$ cat src/sv/stu_pkg.sv
// types, constants and helpers of the string to unsigned parser
// used by stu_char_step, the top level and the checker
package stu_pkg;

  localparam int VALUE_WIDTH  = 32;
  localparam int OFFSET_WIDTH = 16;
  localparam int BASE_W       = 6;
  localparam int CHAR_W       = 8;
  localparam int DIGIT_W      = 7;
  localparam int PROD_W       = VALUE_WIDTH + BASE_W + 1;

  localparam logic [BASE_W-1:0] BASE_MAX   = BASE_W'(36);
  localparam logic [BASE_W-1:0] BASE_RESET = BASE_W'(10);
  localparam logic [BASE_W-1:0] BASE_AUTO  = BASE_W'(0);
  localparam logic [BASE_W-1:0] BASE_ONE   = BASE_W'(1);
  localparam logic [BASE_W-1:0] BASE_OCT   = BASE_W'(8);
  localparam logic [BASE_W-1:0] BASE_DEC   = BASE_W'(10);
  localparam logic [BASE_W-1:0] BASE_HEX   = BASE_W'(16);

  localparam logic [CHAR_W-1:0] CH_NUL   = 8'h00;
  localparam logic [CHAR_W-1:0] CH_TAB   = 8'h09;
  localparam logic [CHAR_W-1:0] CH_CR    = 8'h0d;
  localparam logic [CHAR_W-1:0] CH_SPACE = 8'h20;
  localparam logic [CHAR_W-1:0] CH_PLUS  = 8'h2b;
  localparam logic [CHAR_W-1:0] CH_MINUS = 8'h2d;
  localparam logic [CHAR_W-1:0] CH_ZERO  = 8'h30;
  localparam logic [CHAR_W-1:0] CH_NINE  = 8'h39;
  localparam logic [CHAR_W-1:0] CH_UP_A  = 8'h41;
  localparam logic [CHAR_W-1:0] CH_UP_X  = 8'h58;
  localparam logic [CHAR_W-1:0] CH_UP_Z  = 8'h5a;
  localparam logic [CHAR_W-1:0] CH_LO_A  = 8'h61;
  localparam logic [CHAR_W-1:0] CH_LO_X  = 8'h78;
  localparam logic [CHAR_W-1:0] CH_LO_Z  = 8'h7a;
  localparam logic [CHAR_W-1:0] ALPHA_OFS = 8'd10;

  localparam logic [DIGIT_W-1:0] DIGIT_NONE = DIGIT_W'(99);
  localparam logic [DIGIT_W-1:0] DIGIT_HEX_LIMIT = DIGIT_W'(16);

  localparam logic [1:0] STATUS_OK       = 2'd0;
  localparam logic [1:0] STATUS_OVERFLOW = 2'd1;
  localparam logic [1:0] STATUS_NO_DIGIT = 2'd2;
  localparam logic [1:0] STATUS_INVALID  = 2'd3;

  typedef enum logic [2:0] {
    PH_SPACE  = 3'd0,
    PH_SIGNED = 3'd1,
    PH_ZERO   = 3'd2,
    PH_ZEROX  = 3'd3,
    PH_DIGITS = 3'd4,
    PH_DONE   = 3'd5,
    PH_BAD    = 3'd6
  } phase_e;

  typedef struct packed {
    logic [CHAR_W-1:0] char_code;
    logic              last_char;
  } in_word_t;

  typedef struct packed {
    logic [VALUE_WIDTH-1:0]  parsed_value;
    logic [OFFSET_WIDTH-1:0] end_offset;
    logic [1:0]              status;
  } out_word_t;

  typedef struct packed {
    phase_e                  parse_phase;
    logic [BASE_W-1:0]       active_base;
    logic                    negative_sign;
    logic [VALUE_WIDTH-1:0]  accumulator;
    logic                    overflow_seen;
    logic [OFFSET_WIDTH-1:0] char_position;
    logic [OFFSET_WIDTH-1:0] digits_end;
    logic                    digit_seen;
  } parse_state_t;

  localparam parse_state_t STATE_CLEAR = '{
    parse_phase:   PH_SPACE,
    active_base:   '0,
    negative_sign: 1'b0,
    accumulator:   '0,
    overflow_seen: 1'b0,
    char_position: '0,
    digits_end:    '0,
    digit_seen:    1'b0
  };

  // digit weight of a character in any radix up to 36, DIGIT_NONE otherwise
  function automatic logic [DIGIT_W-1:0] digit_value(logic [CHAR_W-1:0] c);
    logic [CHAR_W-1:0] d;
    d = CHAR_W'(DIGIT_NONE);
    if (c >= CH_ZERO && c <= CH_NINE) begin
      d = c - CH_ZERO;
    end else if (c >= CH_LO_A && c <= CH_LO_Z) begin
      d = c - (CH_LO_A - ALPHA_OFS);
    end else if (c >= CH_UP_A && c <= CH_UP_Z) begin
      d = c - (CH_UP_A - ALPHA_OFS);
    end
    return d[DIGIT_W-1:0];
  endfunction

  // position counter that sticks at all ones
  function automatic logic [OFFSET_WIDTH-1:0] sat_next(logic [OFFSET_WIDTH-1:0] p);
    return (&p) ? p : p + OFFSET_WIDTH'(1);
  endfunction

endpackage

$ cat src/sv/string_to_unsigned_parser_unit.sv
// top level of the string to unsigned parser
// depends on stu_pkg and stu_char_step
//
// usage
//   input channel carries one character word (char_code, last_char) per cycle
//   while in_stall_o is low; the word with last_char set closes the string and
//   yields one result word (parsed_value, end_offset, status) on the output channel
//   config channel writes number_base (0 = auto radix, 2..36); cfg_ready_o is
//   always high, a new base applies from the first character of the next string
// flow
//   a character is accepted every cycle while in_stall_o is low; it is held in
//   the input register, then the step logic (one 32x6 multiply-add plus
//   saturation check) updates the parse state; the result word of the last
//   character is registered in the output register
// reset
//   rst_ni clears both channels, the parse state and sets number_base to 10
// backpressure
//   while out_stall_i holds a result, non-final characters keep flowing; a
//   final character waits in the input register and in_stall_o rises until
//   the output register frees up
module string_to_unsigned_parser_unit (
  input  logic                          clk_i,
  input  logic                          rst_ni,
  // character stream
  input  logic                          in_valid_i,
  output logic                          in_stall_o,
  input  stu_pkg::in_word_t             in_data_i,
  // result stream
  output logic                          out_valid_o,
  input  logic                          out_stall_i,
  output stu_pkg::out_word_t            out_data_o,
  // base register write
  input  logic                          cfg_valid_i,
  output logic                          cfg_ready_o,
  input  logic [stu_pkg::BASE_W-1:0]    cfg_data_i
);

  logic [stu_pkg::BASE_W-1:0] base_q;

  logic                  in_vld_q;
  stu_pkg::in_word_t     in_q;

  stu_pkg::parse_state_t state_q, state_d, step_state;
  stu_pkg::out_word_t    step_result;

  logic                  out_vld_q;
  stu_pkg::out_word_t    out_q;

  logic out_free;
  logic advance;
  logic accept;

  // base register, always writable
  assign cfg_ready_o = 1'b1;

  always_ff @(posedge clk_i or negedge rst_ni) begin
    if (!rst_ni) begin
      base_q <= stu_pkg::BASE_RESET;
    end else if (cfg_valid_i && cfg_ready_o) begin
      base_q <= cfg_data_i;
    end
  end

  // the step may proceed unless a final character meets a held result
  assign out_free   = !out_vld_q || !out_stall_i;
  assign advance    = in_vld_q && (!in_q.last_char || out_free);
  assign in_stall_o = in_vld_q && !advance;
  assign accept     = in_valid_i && !in_stall_o;

  // input register
  always_ff @(posedge clk_i or negedge rst_ni) begin
    if (!rst_ni) begin
      in_vld_q <= 1'b0;
    end else if (accept) begin
      in_vld_q <= 1'b1;
    end else if (advance) begin
      in_vld_q <= 1'b0;
    end
  end

  always_ff @(posedge clk_i) begin
    if (accept) begin
      in_q <= in_data_i;
    end
  end

  stu_char_step u_step (
    .state_i       (state_q),
    .char_code_i   (in_q.char_code),
    .number_base_i (base_q),
    .state_o       (step_state),
    .result_o      (step_result)
  );

  // parse state: cleared once a string is closed
  always_comb begin
    state_d = state_q;
    if (advance) begin
      state_d = in_q.last_char ? stu_pkg::STATE_CLEAR : step_state;
    end
  end

  always_ff @(posedge clk_i or negedge rst_ni) begin
    if (!rst_ni) begin
      state_q <= stu_pkg::STATE_CLEAR;
    end else begin
      state_q <= state_d;
    end
  end

  // result register
  always_ff @(posedge clk_i or negedge rst_ni) begin
    if (!rst_ni) begin
      out_vld_q <= 1'b0;
    end else if (advance && in_q.last_char) begin
      out_vld_q <= 1'b1;
    end else if (!out_stall_i) begin
      out_vld_q <= 1'b0;
    end
  end

  always_ff @(posedge clk_i) begin
    if (advance && in_q.last_char) begin
      out_q <= step_result;
    end
  end

  assign out_valid_o = out_vld_q;
  assign out_data_o  = out_q;

endmodule

$ cat src/sv/stu_char_step.sv
// next parse state for one character, and the result word it would close with
// depends on stu_pkg
module stu_char_step (
  input  stu_pkg::parse_state_t        state_i,
  input  logic [stu_pkg::CHAR_W-1:0]   char_code_i,
  input  logic [stu_pkg::BASE_W-1:0]   number_base_i,
  output stu_pkg::parse_state_t        state_o,
  output stu_pkg::out_word_t           result_o
);

  stu_pkg::parse_state_t              nxt;
  logic [stu_pkg::DIGIT_W-1:0]        dval;
  logic                               start;
  logic                               take;
  logic [stu_pkg::PROD_W-1:0]         wide;
  logic [stu_pkg::OFFSET_WIDTH-1:0]   pos;

  assign dval = stu_pkg::digit_value(char_code_i);
  assign pos  = state_i.char_position;

  always_comb begin
    nxt   = state_i;
    start = 1'b0;
    take  = 1'b0;
    wide  = '0;

    // first character of a string samples the radix
    if (pos == '0 && state_i.parse_phase == stu_pkg::PH_SPACE) begin
      if (number_base_i == stu_pkg::BASE_ONE || number_base_i > stu_pkg::BASE_MAX ||
          char_code_i == stu_pkg::CH_NUL) begin
        nxt.parse_phase = stu_pkg::PH_BAD;
      end else begin
        nxt.active_base = number_base_i;
      end
    end

    case (nxt.parse_phase)
      stu_pkg::PH_SPACE: begin
        if (char_code_i inside {[stu_pkg::CH_TAB:stu_pkg::CH_CR], stu_pkg::CH_SPACE}) begin
          nxt.parse_phase = stu_pkg::PH_SPACE;
        end else if (char_code_i == stu_pkg::CH_PLUS || char_code_i == stu_pkg::CH_MINUS) begin
          nxt.negative_sign = (char_code_i == stu_pkg::CH_MINUS);
          nxt.parse_phase   = stu_pkg::PH_SIGNED;
        end else begin
          start = 1'b1;
        end
      end
      stu_pkg::PH_SIGNED: begin
        start = 1'b1;
      end
      stu_pkg::PH_ZERO: begin
        if (char_code_i == stu_pkg::CH_LO_X ||
            (nxt.active_base == stu_pkg::BASE_AUTO && char_code_i == stu_pkg::CH_UP_X)) begin
          nxt.parse_phase = stu_pkg::PH_ZEROX;
        end else begin
          if (nxt.active_base == stu_pkg::BASE_AUTO) nxt.active_base = stu_pkg::BASE_OCT;
          take = 1'b1;
        end
      end
      stu_pkg::PH_ZEROX: begin
        if (dval < stu_pkg::DIGIT_HEX_LIMIT) begin
          nxt.active_base = stu_pkg::BASE_HEX;
          take = 1'b1;
        end else begin
          nxt.parse_phase = stu_pkg::PH_DONE;
        end
      end
      stu_pkg::PH_DIGITS: begin
        take = 1'b1;
      end
      default: begin
        nxt.parse_phase = nxt.parse_phase;
      end
    endcase

    // leading zero may open a radix prefix
    if (start) begin
      if ((nxt.active_base == stu_pkg::BASE_AUTO || nxt.active_base == stu_pkg::BASE_HEX) &&
          char_code_i == stu_pkg::CH_ZERO) begin
        nxt.digit_seen  = 1'b1;
        nxt.accumulator = '0;
        nxt.digits_end  = stu_pkg::sat_next(pos);
        nxt.parse_phase = stu_pkg::PH_ZERO;
      end else begin
        if (nxt.active_base == stu_pkg::BASE_AUTO) nxt.active_base = stu_pkg::BASE_DEC;
        take = 1'b1;
      end
    end

    // multiply-accumulate one digit, saturate when the top bits fill
    if (take) begin
      if (dval >= {1'b0, nxt.active_base} || nxt.active_base < 2) begin
        nxt.parse_phase = stu_pkg::PH_DONE;
      end else begin
        wide = stu_pkg::PROD_W'(nxt.accumulator) * stu_pkg::PROD_W'(nxt.active_base)
             + stu_pkg::PROD_W'(dval);
        if (wide[stu_pkg::PROD_W-1:stu_pkg::VALUE_WIDTH] != '0) begin
          nxt.accumulator   = '1;
          nxt.overflow_seen = 1'b1;
          nxt.negative_sign = 1'b0;
        end else begin
          nxt.accumulator = wide[stu_pkg::VALUE_WIDTH-1:0];
        end
        nxt.digit_seen  = 1'b1;
        nxt.digits_end  = stu_pkg::sat_next(pos);
        nxt.parse_phase = stu_pkg::PH_DIGITS;
      end
    end

    nxt.char_position = stu_pkg::sat_next(pos);
  end

  always_comb begin
    result_o = '0;
    if (nxt.parse_phase == stu_pkg::PH_BAD) begin
      result_o.status = stu_pkg::STATUS_INVALID;
    end else if (!nxt.digit_seen) begin
      result_o.status = stu_pkg::STATUS_NO_DIGIT;
    end else begin
      result_o.parsed_value = nxt.negative_sign ? ('0 - nxt.accumulator) : nxt.accumulator;
      result_o.end_offset   = nxt.digits_end;
      result_o.status       = nxt.overflow_seen ? stu_pkg::STATUS_OVERFLOW
                                                : stu_pkg::STATUS_OK;
    end
  end

  assign state_o = nxt;

endmodule

$ cat config.mk
export PLATFORM = sky130hd
export DESIGN_NAME = string_to_unsigned_parser_unit
export DESIGN_NICKNAME = d
export VERILOG_FILES = /design/src/sv/stu_pkg.sv /design/src/sv/string_to_unsigned_parser_unit.sv /design/src/sv/stu_char_step.sv
export SDC_FILE = /design/constraint.sdc
export NUM_CORES = 1
export LEC_CHECK = 0
export BUFFER_PORTS_ARGS = -buffer_cell sky130_fd_sc_hd__buf_2
export CAP_MARGIN = 0
export CELL_PAD_IN_SITES_DETAIL_PLACEMENT = 1
export CELL_PAD_IN_SITES_GLOBAL_PLACEMENT = 1
export CORE_ASPECT_RATIO = 0.9
export CORE_UTILIZATION = 45
export DETAILED_ROUTE_END_ITERATION = 12
export PLACE_DENSITY_LB_ADDON = 0.15
export SYNTH_ARGS = -nofsm -noshare
export SYNTH_HDL_FRONTEND = slang
export SYNTH_SLANG_ARGS = --single-unit
$ cat constraint.sdc
create_clock -name clk_i -period 9.9 [get_ports clk_i]
set_clock_uncertainty 0.05 [all_clocks]
set_input_delay 1.98 -clock clk_i [delete_from_list [all_inputs] [get_ports clk_i]]
set_output_delay 1.98 -clock clk_i [all_outputs]
set_load 0.01 [all_outputs]
======== Word-level counts from Yosys, hierarchy flattened ========
Index checks and enable logic that the tools add are counted.
word-level totals
  bits of input ports ..................... 20
  word-level logic and storage cells ...... 138
  bits in registers ....................... 143
cells by class
  add/sub/neg operators ................... 6
  $mul .................................... 1
  $lt $le $gt $ge ......................... 12
  reduce and logical (&&, ||, !) cells .... 35
  mux-type cells .......................... 52
  bitwise logic cells ..................... 1
  equality and inequality tests ........... 14
operators with widths
  kind                                                                number
  2-to-1 mux 32 bit                                                   4
  2-to-1 mux 76 bit                                                   1
  2-to-1 mux 17 bit                                                   4
  2-to-1 mux 34 bit                                                   2
  adder 38 x 7 -> 39 bit                                              1
  multiplier 32 x 6 -> 38 bit                                         1
  2-to-1 mux 6 bit                                                    6
  == test 8 x 6 -> 1 bit (second input constant)                      4
  subtractor 1 x 32 -> 32 bit (first input constant)                  1
  2-to-1 mux 3 bit                                                    7
  2-to-1 mux 7 bit                                                    3
  2-to-1 mux 1 bit                                                    18
  2-to-1 mux 9 bit                                                    2
  adder 16 x 1 -> 16 bit (second input constant)                      1
  == test 8 x 7 -> 1 bit (second input constant)                      2
  greater-or-equal comparator 8 x 7 -> 1 bit (second input constant)  2
  <= comparator 8 x 7 -> 1 bit (second input constant)                2
  logical NOT 16 bit                                                  1
  2-to-1 mux 16 bit                                                   1
  AND reduction 16 bit                                                1
  subtractor 7 x 6 -> 7 bit (second input constant)                   2
  logical NOT 6 bit                                                   2
  one-hot mux 6 bit (2 select lines)                                  1
  logical AND 1 bit                                                   11
  26 further kinds                                                    41

======== Depth between registers and ports, before layout ========
  depth in word-level cells ............... 23
  mapped depth ............................ 43

======== By module ========
A second synthesis with hierarchy kept.
second synthesis, totals
  cells, all modules ...................... 1951
  area, all modules ....................... 17269.1 µm²
modules (own cells, without submodules)
  module                          cells an instance  area each (µm²)  seq. area each (µm²)  times used
  stu_char_step                   1436               10953.0          0.0                   1
  string_to_unsigned_parser_unit  515                6316.1           3876.2                1

======== Least setup slack after synthesis ========
OpenSTA, ideal clock, no wires.
  kind .................................... flip-flop to flip-flop
  start point ............................. reg in_q[1] (netlist name)
  end point ............................... reg out_q (netlist bit out_data_o[48]), data pin
  data arrival time ....................... 10.386 ns
  stages on the path, launching flop included .. 43
  setup time .............................. 0.270 ns
  setup slack ............................. -0.807 ns
  required time ........................... 9.580 ns
  path through ............................ edfxtp_1 -> inv_1 -> ha_1 -> nor3b_1 -> and3_1 -> or4_1 -> buf_2 -> a21o_1 -> o2111ai_1 -> clkbuf_1 -> buf_1 -> inv_1 -> nor2_1 -> clkbuf_1 -> nand2_1 -> fa_1 -> fa_1 -> inv_1 -> [7 not listed] -> a211o_1 -> a31oi_1 -> a211oi_2 -> xnor2_1 -> nor4b_2 -> and3_1 -> clkbuf_1 -> nand2_1 -> clkbuf_1 -> o21ai_0 -> ha_1 -> nand3_1 -> nor2_1 -> nand4_1 -> or4_1 -> a2111oi_0 -> or3_1 -> a21oi_1
on the way
  longest elaborated chain between the ends .. 22
  elaborated cells between the ends (all ways) .. 91
RTL lines
  element                                                                                              RTL line                               text
  start: declaration                                                                                   string_to_unsigned_parser_unit.sv:41   stu_pkg::in_word_t in_q;
  start signal: assignment                                                                             string_to_unsigned_parser_unit.sv:83   in_q <= in_data_i;
  parallel branches: the longest is 22 deep, another holds greater-or-equal comparator 8 x 7 -> 1 bit  n/a
  end signal: assignment                                                                               string_to_unsigned_parser_unit.sv:124  out_q <= step_result;
  end: declaration                                                                                     string_to_unsigned_parser_unit.sv:47   stu_pkg::out_word_t out_q;
Several ways; the timed one is not identified.
A chain may end at the register's enable or synchronous reset.

======== Final worst setup path ========
  start point ............................. reg in_q[2] (netlist name)
  end point ............................... reg out_q (netlist bit out_data_o[48]), data pin
Same word-level chain as after synthesis.

==> summary by stage <==
Run status
The run finished with clean final reports.

Power and ir drop
IR analysis of the VDD net gives a maximum drop of 0.149 mV. After layout, the design draws a total of 0.00285 W. The power density relative to cell area is 163 nW/um^2. For this design the static power due to leakage is 7.96 nW.

Place
During placement, the flow inserted port buffers numbering 71. In this run the cell area measured after placement is 16500 um^2. The number of instances in the placed design is 2190. The pre-CTS setup slack is -531 ps. The weighted congestion at the end of routability-driven global placement is 0.939.

The wire-length estimate of the detail-placed layout is 38600 um.

Global route
The maximum number of pins on one net before global-route repair is 59. The first-pass GRT wire length is 82600 um. The initial antenna violation count is 1. The global-route total usage across every layer is 0.306. The number of global-route vias before repair was 14300. The residual overflow from global routing is 0.

Critical path
The arrival time reported for the critical path endpoint is 9800 ps. STA classifies the critical path startpoint as a flip-flop. The highest net fanout along the worst path is 27. STA classifies the critical path endpoint as a flip-flop.

STA puts the critical path data required time at 10020 ps. For the worst flop-to-flop path, the logic depth is 37. The type of the setup path with the least slack is flip-flop to flip-flop. Counting stages on the worst path, the most repeated cell is sky130_fd_sc_hd__fa_1.

The slowest cell on the critical path is sky130_fd_sc_hd__or4_4. The stage delay of the slowest cell on the critical path is 610 ps.

Clock network
The cts-stage hold buffer count is 0. The clock edge transition at the registers on the reported setup and hold paths is 70 ps. Counting along the longest clock path gives a buffer depth of 2.

The clock net sink count is 143. The clock tree from TritonCTS is yes. The number of clock buffers added by TritonCTS is 17. The worst-skew pair later-pin latency is 440 ps. The H-tree was split into 4 levels. The cell chosen for the clock root is sky130_fd_sc_hd__clkbuf_16.

Detailed routing
Once detail routing completed, the nets flagged for antenna violations numbered 0. After detailed routing, the number of vias per cell comes to 6.13. After detailed routing, the average wire length per cell comes to 23.2 um. The number of remaining DRC errors is 0.

The routed design has 52200 um of wire. Before antenna repair, the detailed router went through 5 iterations. The final route contains 13800 vias. In this run, the number of DRC markers left after iteration 0 of detailed routing was 835.

Timing
The hold violation total from the final report came to 0. Of the available clock period, the critical path in the final layout requires 0.978. Subtracting the final worst setup slack from the clock period gives 9680 ps. After layout, the worst setup slack is 218 ps. Measured against its own limit, the worst slew margin works out to 0.270. Setup repair after global routing could not meet its margin everywhere. For the pin with the worst max-slew slack, the measured transition is 1100 ps.

The number of max-slew violations in the final report is 0. The achievable clock frequency is 103 MHz. The setup-violating endpoint count in the final report is 0. The accumulated negative setup slack is 0 ps.

Cells and area
In the final layout, the share of cells above drive strength 1 is 0.157. Summing all flip-flop and latch instances after layout gives 3880 um^2. In the layout the commonest cells are sky130_fd_sc_hd__nand2_1 (162), sky130_fd_sc_hd__and2_1 (139), sky130_fd_sc_hd__fa_1 (125). The number of antenna diodes in the final layout is 0.

The count of cells in the finished layout, fillers not included, comes to 2246. The number of fill cells is 3856. The area growth from synthesis to final layout is 13.9%.

Summing all non-filler instances in the final layout gives an area of 17500 um^2. The most common cell after layout, fill and taps aside is sky130_fd_sc_hd__nand2_1. In the final layout, the multi-input gates occupy 11100 um^2. In the final design database the tool counted 2024 nets.

Die
73 I/O pins were placed. The total number of placement rows is 63. From left edge to right edge, the die measures 197 um.

The die extent in y is 177 um. The starting utilization of the core area is 0.461. The area of the die is 34900 um^2. The area inside the core boundary is 33300 um^2.

Synthesis
The flop and latch count out of synthesis is 143. The number of nets handed over by synthesis was 1948. Of the synthesized area, sequential elements account for 0.253. Dividing the synthesized area by the synthesized cell count gives 9.02 um^2.

Synthesis handed over a netlist of 1702 instances. The post-synthesis cell area is 15300 um^2. The number of synthesized flops with an enable pin is 59. The netlist uses 89 different library cells.

Of all flip-flops after synthesis, the portion carrying an async set or reset was 0.587. The number of warning messages in the yosys log is 0. The most used flip-flop cell after synthesis is sky130_fd_sc_hd__dfrtp_1.

Worst hold path
Along the worst hold path, the cell count comes to 2. The path category of the worst min-delay check is flip-flop to flip-flop.

Job
The tool flagged a number of max-cap violations equal to 0.
## through the flow
step            util  hold WS (ps)
3_3_place_gp   0.495           413
6_report       0.525           441
5_1_grt        0.525           471
2_1_floorplan      -           400
3_5_place_dp   0.495           426
4_1_cts        0.516           441
## final timing paths
path                            startpoint  slack [ps]             end
worst max-delay path               in_q[2]         220  out_data_o[48]
worst min-delay path            state_q[3]         440      state_q[3]
worst max register to register     in_q[2]         220  out_data_o[48]
worst min register to register  state_q[3]         440      state_q[3]
max in group asynchronous           rst_ni        7190     state_q[54]
min in group asynchronous           rst_ni        1420     state_q[43]
## synth_stat cells (26+ instances only)
| cell | n | share of area |
|---|---|---|
| sky130_fd_sc_hd__nor2b_1 | 38 | 0.015 |
| sky130_fd_sc_hd__edfxtp_1 | 59 | 0.12 |
| sky130_fd_sc_hd__fa_1 | 125 | 0.16 |
| sky130_fd_sc_hd__and2_1 | 140 | 0.057 |
| sky130_fd_sc_hd__ha_1 | 101 | 0.082 |
| sky130_fd_sc_hd__nand2_1 | 163 | 0.040 |
| sky130_fd_sc_hd__dfrtp_1 | 82 | 0.13 |
| sky130_fd_sc_hd__xnor2_1 | 39 | 0.022 |
| sky130_fd_sc_hd__clkbuf_1 | 77 | 0.019 |
| sky130_fd_sc_hd__nand3_1 | 26 | 0.0085 |
| sky130_fd_sc_hd__nor2_1 | 124 | 0.030 |
| sky130_fd_sc_hd__a21oi_1 | 93 | 0.030 |
| sky130_fd_sc_hd__inv_1 | 68 | 0.017 |
| sky130_fd_sc_hd__o21ai_0 | 113 | 0.037 |
| sky130_fd_sc_hd__o31ai_1 | 27 | 0.013 |
## worst max-delay path: cells and delay by family (launching register included)
| kind | cells | cell delay, ps |
|---|---|---|
| AOI/OAI and AO/OA | 10 | 2260 |
| xor gates and xnor gates | 1 | 130 |
| adders and majority gates | 7 | 2570 |
| buffers and inverters | 5 | 870 |
| DFF | 1 | 420 |
| and+or+nand+nor | 14 | 3070 |
## power by group
| part | internal [W] | switching [W] | total, W |
|---|---|---|---|
| sequential | 0.000662 | 0.0000603 | 0.000723 |
| combinational | 0.000534 | 0.000927 | 0.00146 |
| clock | 0.000377 | 0.000289 | 0.000666 |
## state kept, by name (all words and copies together), names as in the netlist
| register | count |
|---|---|
| base_q | 6 |
| out_data_o | 50 |
| state_q | 76 |
| in_q | 9 |
| out_valid_o | 1 |
| in_vld_q | 1 |
## routing by layer
| metal | vias up | track usage | part of all wire | wire length [um] |
|---|---|---|---|---|
| li1 | 6199 | - | - | - |
| met1 | 7128 | 0.434 | 0.46 | 24100 |
| met2 | 370 | 0.487 | 0.47 | 24500 |
| met3 | 68 | 0.0440 | 0.047 | 2470 |
| met4 | 0 | 0.0882 | 0.022 | 1140 |
| met5 | - | 0 | 0 | 0 |
## cell families (layout without fill, tap and decap cells)
group,Yosys count,after routing,share of synthesized area
AO/OA/AOI/OAI,440,440,0.193
XOR/XNOR,61,61,0.0348
adder cells (fa/ha/maj),226,226,0.245
buffers and inverters,170,259,0.0443
flip-flops,143,143,0.253
multiplexers,15,15,0.0108
other,1,1,0.000244
AND/OR/NAND/NOR,646,646,0.219
## timing repair
action / CTS / global route
resized for setup: 11 / 34
hold endpoints to repair: 0 / 0
setup buffers: 5 / 18
pin swaps: 5 / 9
endpoints found under the setup margin: 23 / 22
gates cloned: 1 / 0
## layout make-up
cell class                      count  share of cell area
Clock buffer                       19              0.0248
Clock inverter                     13             0.00881
Inverter                           69              0.0148
Multi-Input combinational cell   1389               0.635
Sequential cell                   143               0.222
Tap cell                          455              0.0326
Timing Repair Buffer              158              0.0619
(Power assumes the default switching activity.)
